**config.mk**
```make
export PLATFORM = sky130hd
export DESIGN_NAME = mandelbrot_escape_time
export DESIGN_NICKNAME = d
export VERILOG_FILES = /design/src/hdl/mbe_pkg.sv /design/src/hdl/mandelbrot_escape_time.sv /design/src/hdl/mbe_mul.sv /design/src/hdl/mbe_core.sv
export VERILOG_INCLUDE_DIRS = /design/src /design/src/hdl
export SDC_FILE = /design/constraint.sdc
export NUM_CORES = 2
export LEC_CHECK = 0
export BUFFER_PORTS_ARGS = -buffer_cell sky130_fd_sc_hd__buf_4
export CELL_PAD_IN_SITES_DETAIL_PLACEMENT = 0
export CELL_PAD_IN_SITES_GLOBAL_PLACEMENT = 1
export CORE_ASPECT_RATIO = 1.1
export CORE_MARGIN = 8
export CORE_UTILIZATION = 30
export CTS_CLUSTER_SIZE = 14
export DETAILED_ROUTE_END_ITERATION = 7
export GPL_ROUTABILITY_DRIVEN = 0
export MAX_ROUTING_LAYER = met4
export PLACE_DENSITY = 0.49
export SLEW_MARGIN = 0
export SYNTH_ARGS = -nofsm -noshare
export SYNTH_HDL_FRONTEND = slang
export SYNTH_SLANG_ARGS = --single-unit
```
**constraint.sdc**
```tcl
create_clock -name clk -period 13.5 [get_ports clk]
set_input_delay 2.7 -clock clk [delete_from_list [all_inputs] [get_ports clk]]
set_output_delay 2.7 -clock clk [all_outputs]
set_load 0.02 [all_outputs]
```
**src/hdl/mandelbrot_escape_time_macros.svh**
```systemverilog
// Assertion macros for the Mandelbrot escape-time block.
// No dependencies; the asserting files pull this header in by name.
`ifndef MANDELBROT_ESCAPE_TIME_MACROS_SVH
`define MANDELBROT_ESCAPE_TIME_MACROS_SVH
`ifndef SYNTHESIS
// Same-cycle implication, checked on clk and masked while rst_n is low.
`define MBE_ASSERT_IMP(lbl, ante, cons) \
  lbl: assert property (@(posedge clk) disable iff (!rst_n) (ante) |-> (cons)) \
    else $error("mandelbrot_escape_time assertion failed");
// Next-cycle implication, checked on clk and masked while rst_n is low.
`define MBE_ASSERT_NXT(lbl, ante, cons) \
  lbl: assert property (@(posedge clk) disable iff (!rst_n) (ante) |=> (cons)) \
    else $error("mandelbrot_escape_time assertion failed");
`else
`define MBE_ASSERT_IMP(lbl, ante, cons)
`define MBE_ASSERT_NXT(lbl, ante, cons)
`endif
`endif

```
**src/hdl/mbe_pkg.sv**
```systemverilog
// Shared types, constants and helper functions for the Mandelbrot block.
// No dependencies; used by every module of the block.
package mbe_pkg;

  localparam int HALF_WIDTH_DEF  = 320;
  localparam int HALF_HEIGHT_DEF = 240;
  localparam int ITER_LIMIT_DEF  = 255;
  localparam int FRAC_BITS_DEF   = 26;

  localparam int OFS_RE_W  = 10;
  localparam int OFS_IM_W  = 9;
  localparam int VAL_W     = 32;
  localparam int STEP_W    = 31;
  localparam int PROD_W    = 64;
  localparam int ITER_W    = 8;
  localparam int CFG_IDX_W = 2;

  localparam logic [CFG_IDX_W-1:0] REG_CENTER_RE  = 2'd0;
  localparam logic [CFG_IDX_W-1:0] REG_CENTER_IM  = 2'd1;
  localparam logic [CFG_IDX_W-1:0] REG_PIXEL_STEP = 2'd2;

  localparam logic signed [VAL_W-1:0] CENTER_RE_RST  = 32'sd6710886;
  localparam logic signed [VAL_W-1:0] CENTER_IM_RST  = 32'sd0;
  localparam logic        [STEP_W-1:0] PIXEL_STEP_RST = 31'd536871;

  typedef struct packed {
    logic busy;
    logic done;
  } core_stat_t;

  // True when the value is representable as a 32-bit signed number.
  function automatic logic fits32(input logic signed [PROD_W-1:0] v);
    logic signed [PROD_W-1:0] ext;
    ext = $signed({{(PROD_W-VAL_W){v[VAL_W-1]}}, v[VAL_W-1:0]});
    return ext == v;
  endfunction

  function automatic logic signed [VAL_W-1:0] sat32(input logic signed [PROD_W-1:0] v);
    logic signed [VAL_W-1:0] res;
    if (fits32(v)) begin
      res = v[VAL_W-1:0];
    end else if (v[PROD_W-1]) begin
      res = $signed({1'b1, {(VAL_W-1){1'b0}}});
    end else begin
      res = $signed({1'b0, {(VAL_W-1){1'b1}}});
    end
    return res;
  endfunction

endpackage

```
**src/hdl/mandelbrot_escape_time.sv**
```systemverilog
// Top level of the Mandelbrot escape-time pixel evaluator: view registers,
// screen coordinates and result ports. Depends on mbe_pkg and mbe_core.
//
// Usage: drive in_offset_re / in_offset_im with a pixel offset from the view
// center and raise start; the transfer happens at a clock edge where start is
// high and busy is low. busy then stays high until the result is out.
// The result appears on out_screen_x, out_screen_y and out_iter_count for
// exactly one cycle, marked by out_valid; the receiver must take it then.
// A pixel ends when the new z of an iteration leaves the 32-bit range, or
// when its magnitude passes 4; that test waits for the squares of the new z
// from the next pass through the one shared 32x32 multiplier (a*a, b*b, a*b,
// then an update step to form the new z). A point that never escapes runs
// until the iteration limit is reached; a new start is taken in the cycle
// out_valid is shown.
// The view registers are written through cfg_valid / cfg_index / cfg_data
// (cfg_ready is always high) and must only be written while busy is low.
// Synchronous reset on rst_n low loads the default view and idles the block.
module mandelbrot_escape_time #(
  parameter int HALF_WIDTH  = mbe_pkg::HALF_WIDTH_DEF,
  parameter int HALF_HEIGHT = mbe_pkg::HALF_HEIGHT_DEF,
  parameter int ITER_LIMIT  = mbe_pkg::ITER_LIMIT_DEF,
  parameter int FRAC_BITS   = mbe_pkg::FRAC_BITS_DEF
) (
  input  logic                                   clk,
  input  logic                                   rst_n,
  input  logic                                   start,
  output logic                                   busy,
  input  logic signed [mbe_pkg::OFS_RE_W-1:0]    in_offset_re,
  input  logic signed [mbe_pkg::OFS_IM_W-1:0]    in_offset_im,
  output logic                                   out_valid,
  output logic        [mbe_pkg::OFS_RE_W-1:0]    out_screen_x,
  output logic        [mbe_pkg::OFS_IM_W-1:0]    out_screen_y,
  output logic        [mbe_pkg::ITER_W-1:0]      out_iter_count,
  input  logic                                   cfg_valid,
  output logic                                   cfg_ready,
  input  logic        [mbe_pkg::CFG_IDX_W-1:0]   cfg_index,
  input  logic        [mbe_pkg::VAL_W-1:0]       cfg_data
);

  logic signed [mbe_pkg::VAL_W-1:0]    center_re_r, center_im_r;
  logic        [mbe_pkg::STEP_W-1:0]   pixel_step_r;
  logic        [mbe_pkg::OFS_RE_W-1:0] scr_x_r;
  logic        [mbe_pkg::OFS_IM_W-1:0] scr_y_r;
  mbe_pkg::core_stat_t                 stat;

  assign cfg_ready = 1'b1;

  always_ff @(posedge clk) begin
    if (!rst_n) begin
      center_re_r  <= mbe_pkg::CENTER_RE_RST;
      center_im_r  <= mbe_pkg::CENTER_IM_RST;
      pixel_step_r <= mbe_pkg::PIXEL_STEP_RST;
    end else if (cfg_valid && cfg_ready) begin
      case (cfg_index)
        mbe_pkg::REG_CENTER_RE:  center_re_r  <= $signed(cfg_data);
        mbe_pkg::REG_CENTER_IM:  center_im_r  <= $signed(cfg_data);
        mbe_pkg::REG_PIXEL_STEP: pixel_step_r <= cfg_data[mbe_pkg::STEP_W-1:0];
        default: ;
      endcase
    end
  end

  // Screen coordinates wrap to their field widths.
  always_ff @(posedge clk) begin
    if (start && !stat.busy) begin
      scr_x_r <= $unsigned(in_offset_re) + mbe_pkg::OFS_RE_W'(HALF_WIDTH);
      scr_y_r <= $unsigned(in_offset_im) + mbe_pkg::OFS_IM_W'(HALF_HEIGHT);
    end
  end

  mbe_core #(
    .ITER_LIMIT (ITER_LIMIT),
    .FRAC_BITS  (FRAC_BITS)
  ) u_core (
    .clk        (clk),
    .rst_n      (rst_n),
    .start      (start),
    .offset_re  (in_offset_re),
    .offset_im  (in_offset_im),
    .center_re  (center_re_r),
    .center_im  (center_im_r),
    .pixel_step (pixel_step_r),
    .stat       (stat),
    .iter_count (out_iter_count)
  );

  assign busy         = stat.busy;
  assign out_valid    = stat.done;
  assign out_screen_x = scr_x_r;
  assign out_screen_y = scr_y_r;

endmodule

```
**src/hdl/mbe_mul.sv**
```systemverilog
// Shared signed 32x32 multiplier with a registered 64-bit product.
// Depends on mbe_pkg for widths.
module mbe_mul (
  input  logic                                clk,
  input  logic signed [mbe_pkg::VAL_W-1:0]    op_a,
  input  logic signed [mbe_pkg::VAL_W-1:0]    op_b,
  output logic signed [mbe_pkg::PROD_W-1:0]   prod_r
);

  always_ff @(posedge clk) begin
    prod_r <= op_a * op_b;
  end

endmodule

```
**src/hdl/mbe_core.sv**
```systemverilog
// Sequencer and datapath of the escape-time iteration around one shared multiplier.
// Depends on mbe_pkg, mbe_mul and the assertion macro header.
`include "mandelbrot_escape_time_macros.svh"

module mbe_core #(
  parameter int ITER_LIMIT = mbe_pkg::ITER_LIMIT_DEF,
  parameter int FRAC_BITS  = mbe_pkg::FRAC_BITS_DEF
) (
  input  logic                                  clk,
  input  logic                                  rst_n,
  input  logic                                  start,
  input  logic signed [mbe_pkg::OFS_RE_W-1:0]   offset_re,
  input  logic signed [mbe_pkg::OFS_IM_W-1:0]   offset_im,
  input  logic signed [mbe_pkg::VAL_W-1:0]      center_re,
  input  logic signed [mbe_pkg::VAL_W-1:0]      center_im,
  input  logic        [mbe_pkg::STEP_W-1:0]     pixel_step,
  output mbe_pkg::core_stat_t                   stat,
  output logic        [mbe_pkg::ITER_W-1:0]     iter_count
);

  localparam int CW = $clog2(ITER_LIMIT + 2);
  localparam int VW = mbe_pkg::VAL_W;
  localparam int PW = mbe_pkg::PROD_W;
  localparam int IW = mbe_pkg::ITER_W;
  localparam logic [PW-1:0] MAG_LIM = 64'd1 << (2 * FRAC_BITS + 2);
  localparam logic [CW-1:0] CNT_LIM = CW'(ITER_LIMIT);

  localparam logic [2:0] S_IDLE = 3'd0;
  localparam logic [2:0] S_CRE  = 3'd1;
  localparam logic [2:0] S_CIM  = 3'd2;
  localparam logic [2:0] S_AA   = 3'd3;
  localparam logic [2:0] S_BB   = 3'd4;
  localparam logic [2:0] S_AB   = 3'd5;
  localparam logic [2:0] S_UPD  = 3'd6;

  logic [2:0]                       state_r, state_nxt;
  logic [CW-1:0]                    cnt_r, cnt_nxt, cnt_inc;
  logic                             chk_r, chk_nxt;
  logic                             done_r, done_nxt;
  logic [IW-1:0]                    iter_r, iter_nxt;
  logic signed [mbe_pkg::OFS_RE_W-1:0] ox_r;
  logic signed [mbe_pkg::OFS_IM_W-1:0] oy_r;
  logic signed [VW-1:0]             a_r, b_r, cre_r, cim_r;
  logic signed [PW-1:0]             aa_r, bb_r;
  logic signed [PW-1:0]             prod_r;
  logic signed [VW-1:0]             mul_a, mul_b;
  logic signed [VW-1:0]             center_sel;
  logic signed [PW-1:0]             c_sum;
  logic signed [VW-1:0]             c_sat;
  logic signed [PW-1:0]             a2, b2;
  logic        [PW-1:0]             mag;
  logic                             esc_mag, fits_new;
  logic        [CW+IW-1:0]          cnt_ext, inc_ext;

  mbe_mul u_mul (
    .clk    (clk),
    .op_a   (mul_a),
    .op_b   (mul_b),
    .prod_r (prod_r)
  );

  always_comb begin
    case (state_r)
      S_CRE: begin
        mul_a = $signed({{(VW-mbe_pkg::OFS_RE_W){ox_r[mbe_pkg::OFS_RE_W-1]}}, ox_r});
        mul_b = $signed({1'b0, pixel_step});
      end
      S_CIM: begin
        mul_a = $signed({{(VW-mbe_pkg::OFS_IM_W){oy_r[mbe_pkg::OFS_IM_W-1]}}, oy_r});
        mul_b = $signed({1'b0, pixel_step});
      end
      S_BB: begin
        mul_a = b_r;
        mul_b = b_r;
      end
      S_AB: begin
        mul_a = a_r;
        mul_b = b_r;
      end
      default: begin
        mul_a = a_r;
        mul_b = a_r;
      end
    endcase
  end

  // The offset product is registered, so the one issued in S_CRE is read in S_CIM
  // to form the real part of c, and the one from S_CIM forms the imaginary part in the first S_AA.
  assign center_sel = (state_r == S_CIM) ? center_re : center_im;
  assign c_sum      = $signed({{(PW-VW){center_sel[VW-1]}}, center_sel}) + prod_r;
  assign c_sat      = mbe_pkg::sat32(c_sum);

  // In S_UPD the multiplier holds a*b; the squares were parked earlier.
  assign a2 = (aa_r >>> FRAC_BITS) - (bb_r >>> FRAC_BITS)
            + $signed({{(PW-VW){cre_r[VW-1]}}, cre_r});
  assign b2 = (prod_r >>> (FRAC_BITS - 1)) + $signed({{(PW-VW){cim_r[VW-1]}}, cim_r});
  assign fits_new = mbe_pkg::fits32(a2) && mbe_pkg::fits32(b2);

  // The squares of the new z are the next iteration's a*a and b*b, so the
  // magnitude test runs in S_AB once both are known.
  assign mag     = $unsigned(aa_r) + $unsigned(prod_r);
  assign esc_mag = chk_r && (mag > MAG_LIM);

  assign cnt_inc = cnt_r + 1'b1;
  assign cnt_ext = {{IW{1'b0}}, cnt_r};
  assign inc_ext = {{IW{1'b0}}, cnt_inc};

  always_comb begin
    state_nxt = state_r;
    cnt_nxt   = cnt_r;
    chk_nxt   = chk_r;
    done_nxt  = 1'b0;
    iter_nxt  = iter_r;
    case (state_r)
      S_IDLE: begin
        if (start) begin
          state_nxt = S_CRE;
          cnt_nxt   = '0;
          chk_nxt   = 1'b0;
        end
      end
      S_CRE: state_nxt = S_CIM;
      S_CIM: state_nxt = S_AA;
      S_AA:  state_nxt = S_BB;
      S_BB:  state_nxt = S_AB;
      S_AB: begin
        if (esc_mag) begin
          state_nxt = S_IDLE;
          done_nxt  = 1'b1;
          iter_nxt  = cnt_ext[IW-1:0];
        end else begin
          state_nxt = S_UPD;
        end
      end
      S_UPD: begin
        if (!fits_new || (cnt_inc > CNT_LIM)) begin
          state_nxt = S_IDLE;
          done_nxt  = 1'b1;
          iter_nxt  = (cnt_inc > CNT_LIM) ? '0 : inc_ext[IW-1:0];
        end else begin
          state_nxt = S_AA;
          cnt_nxt   = cnt_inc;
          chk_nxt   = 1'b1;
        end
      end
      default: state_nxt = S_IDLE;
    endcase
  end

  always_ff @(posedge clk) begin
    if (!rst_n) begin
      state_r <= S_IDLE;
      cnt_r   <= '0;
      chk_r   <= 1'b0;
      done_r  <= 1'b0;
    end else begin
      state_r <= state_nxt;
      cnt_r   <= cnt_nxt;
      chk_r   <= chk_nxt;
      done_r  <= done_nxt;
    end
  end

  always_ff @(posedge clk) begin
    iter_r <= iter_nxt;
    if ((state_r == S_IDLE) && start) begin
      ox_r <= offset_re;
      oy_r <= offset_im;
    end
    if (state_r == S_CIM) begin
      a_r   <= c_sat;
      cre_r <= c_sat;
    end
    if ((state_r == S_AA) && !chk_r) begin
      b_r   <= c_sat;
      cim_r <= c_sat;
    end
    if (state_r == S_BB) begin
      aa_r <= prod_r;
    end
    if (state_r == S_AB) begin
      bb_r <= prod_r;
    end
    if (state_r == S_UPD) begin
      a_r <= a2[VW-1:0];
      b_r <= b2[VW-1:0];
    end
  end

  assign stat.busy  = (state_r != S_IDLE);
  assign stat.done  = done_r;
  assign iter_count = iter_r;

  `MBE_ASSERT_NXT(a_start_launches, (state_r == S_IDLE) && start, state_r == S_CRE)
  `MBE_ASSERT_IMP(a_cnt_in_range, state_r != S_IDLE, cnt_r <= CNT_LIM)
  `MBE_ASSERT_IMP(a_first_pass_flag, state_r == S_UPD, chk_r == (cnt_r != '0))
  `MBE_ASSERT_NXT(a_done_single, done_r, !done_r && (state_r != S_UPD))

endmodule
```
==> impl_metrics.env <==
export IMPL_setup_viol=0
export IMPL_clkLatencyLatePin_ns=0.65
export IMPL_final_layout_size_suffix_gt1_share_pct=6.33
export IMPL_fin_nets=8928
export IMPL_finalHoldViolCount=0
export IMPL_row_count=181
export IMPL_synth_nets=9006
export IMPL_critPathTopFamily="adder cells"
export IMPL_final_cell_mix="inv_1, fa_1, nand2_1"
export IMPL_cts_resized=0
export IMPL_fin_worst_skew_ns=0.0654
export IMPL_portBuffers=85
export IMPL_rsz0062_at_grt="false"
export IMPL_grt_use_met2_pct=38.7
export IMPL_synthArstFlopShare_pct=0
export IMPL_clock_fmax_ghz=0.0838
export IMPL_post_route_period_util_pct=88.4
export IMPL_grt_max_degree=66
export IMPL_dp_hpwl_mm=218
export IMPL_crit_path_end_kind="flop"
export IMPL_crit_type="flop to flop"
export IMPL_slowest_stage="dfxtp_1"
export IMPL_relSlewSlack_pct=5.11
export IMPL_ys_ff_latch=439
export IMPL_grt_busiest_layer="met2"
export IMPL_wl_per_cell_microns=25.7
export IMPL_start_util_pct=30.1
export IMPL_ioPinCount=87
export IMPL_cpPeakStageDelay_ns=0.91
export IMPL_vias=52400
export IMPL_tritoncts="done"
export IMPL_crit_arrival_ns=12.47
export IMPL_layout_min_cycle_time_ns=11.93
export IMPL_ant_nets=0
export IMPL_synthFlopType="edfxtp_1"
export IMPL_postCtsSetupBuffers=0
export IMPL_globalRouteMet1Util_pct=30.0
export IMPL_synthCells=7433
export IMPL_cpMostUsedCell="fa_1"
export IMPL_fin_tns_setup_ns=0
export IMPL_critPathRequiredTime_ns=14.03
export IMPL_path_clk_slew_ns=0.08
export IMPL_cts_root_buf="clkbuf_16"
export IMPL_htree_levels=2
export IMPL_drv_cap=0
export IMPL_yosys_warnings=0
export IMPL_status="finished, final reports clean"
export IMPL_ys_types=103
export IMPL_netlist_area_sq_um=66200
export IMPL_cp_num_buf_inv=6
export IMPL_grt_pass1_vias=55400
export IMPL_first_pass_iters=5
export IMPL_cts_hold_buf=0
export IMPL_numCtsBuffers=51
export IMPL_synth_seq_area_share_pct=17.3
export IMPL_synth_edf_count=266
export IMPL_die_h_microns=509
export IMPL_clock_sinks=439
export IMPL_maxSlewViolCount=0
export IMPL_clock_path_buffers=3
export IMPL_use_met3_pct=1.62
export IMPL_grt_use_total_pct=22.8
export IMPL_wirelength_mm=265
export IMPL_drc=0
export IMPL_die_area_sq_um=236000
export IMPL_via_per_inst=5.07
export IMPL_overflow=0
export IMPL_drtIter0Drc=3488
export IMPL_crit_fanout=32
export IMPL_final_common_cell="inv_1"
export IMPL_min_path_type="flop to flop"
export IMPL_area_growth_pct=9.44
export IMPL_grt_pass1_wl_mm=390
export IMPL_tightest_slew_ns=1.42
export IMPL_antenna_found_initial=11
export IMPL_syn_avg_cell_area_sq_um=8.91
export IMPL_start_kind="flop"
export IMPL_die_x_microns=464
export IMPL_coreArea_sq_um=220000
==> worst paths after layout <==
check        depth (start not counted)                      startpoint  slack (ns)                         endpoint
min reg2reg                          2     center_im_r[6]$_SDFFE_PN0P_        0.45      center_im_r[6]$_SDFFE_PN0P_
max reg2reg                         32  u_core.state_r[0]$_SDFFE_PN0P_        1.57  u_core.u_mul.prod_r[63]$_DFF_P_
min                                  2     center_im_r[6]$_SDFFE_PN0P_        0.45      center_im_r[6]$_SDFFE_PN0P_
max                                 32  u_core.state_r[0]$_SDFFE_PN0P_        1.57  u_core.u_mul.prod_r[63]$_DFF_P_
==> routing by layer <==
layer  vias to the layer above  share of wire (%)
li1                      24000                  -
met5                         -                  0
met1                     27200                 45
met3                       265                3.1
met4                         0                2.8
met2                      1030                 49
==> state kept, by name, indices dropped and copies added (netlist names), 3 cells and up <==
signal / count
u_core.oy_r: 5
u_core.u_mul.prod_r: 64
out_screen_y: 9
center_re_r: 32
u_core.iter_count: 8
u_core.a_r: 32
u_core.ox_r: 4
out_screen_x: 10
u_core.state_r: 3
u_core.cre_r: 32
u_core.aa_r: 64
center_im_r: 32
u_core.cim_r: 32
u_core.b_r: 32
u_core.bb_r: 38
pixel_step_r: 31
u_core.cnt_r: 9
==> through the flow <==
stage | instances | hold WS (ns) | instance area, sq um | utilization [%] | worst slack (ns)
global route | 10300 | 0.466 | 72500 | 32.9 | 1.20
detailed placement | 10200 | 0.445 | 70600 | 32.1 | 1.63
finish | 10300 | 0.454 | 72500 | 32.9 | 1.57
global placement | 10200 | 0.439 | 70600 | 32.1 | 1.62
floorplan | 7433 | 0.433 | 66200 | - | 2.92
CTS | 10300 | 0.456 | 72500 | 32.9 | 1.57
==> cell usage after synthesis (all sizes together) (17+ instances only) <==
library cell / n / share of area, %
edfxtp: 266 / 12
a21oi: 412 / 3.1
a31oi: 32 / 0.31
xor2: 75 / 0.99
xnor2: 132 / 1.7
nand4: 63 / 0.60
and2: 60 / 0.57
a211oi: 30 / 0.35
mux2i: 24 / 0.36
o21a: 50 / 0.57
nor3: 64 / 0.48
clkbuf: 319 / 1.8
or2: 17 / 0.16
o31ai: 24 / 0.28
nand2b: 79 / 0.75
nand2: 942 / 5.3
a21boi: 22 / 0.26
a211o: 37 / 0.49
or3: 30 / 0.29
a221o: 30 / 0.45
nand3: 110 / 0.84
buf: 51 / 0.41
a221oi: 33 / 0.44
nor4: 17 / 0.16
fa: 1123 / 34
o211ai: 45 / 0.51
mux2: 43 / 0.73
o21ai: 265 / 2.0
nor2: 760 / 4.3
dfxtp: 173 / 5.2
a21o: 124 / 1.4
o311ai: 25 / 0.40
inv: 1195 / 6.8
nor2b: 44 / 0.42
ha: 393 / 7.4
o21bai: 43 / 0.49
and3: 52 / 0.49
o22ai: 24 / 0.23
==> final cells by class <==
class                      count  area (sq um)
sequential                   439         11500
clock inverter                33           513
fill                       23100        148000
timing repair buffer         239          1810
multi-input combinational   5426         49200
inverter                    1198          4500
tap                         2928          3660
antenna                        5          12.5
clock buffer                  62          1320
==> kinds of logic (layout without fill, tap and decap cells) <==
logic type	Yosys count	in the layout	share of synthesized area, %
xor+xnor	208	208	2.77
mux	67	67	1.09
other cells	1	6	0.00566
flops	439	439	17.3
compound gates	1337	1337	13.3
simple gates	2297	2297	15.2
buf+inv	1568	1532	9.01
fa+ha+maj	1516	1516	41.4
==> tightest hold or removal path, delay by kind of cell (launching register included) <==
family | cells | cell delay [ns]
flops | 1 | 0.31
compound gates | 1 | 0.05
simple gates | 1 | 0.05
Power is left out: the tool's default activity adds up to more than one toggle a clock period on the data nets, which glitch-free logic cannot reach.
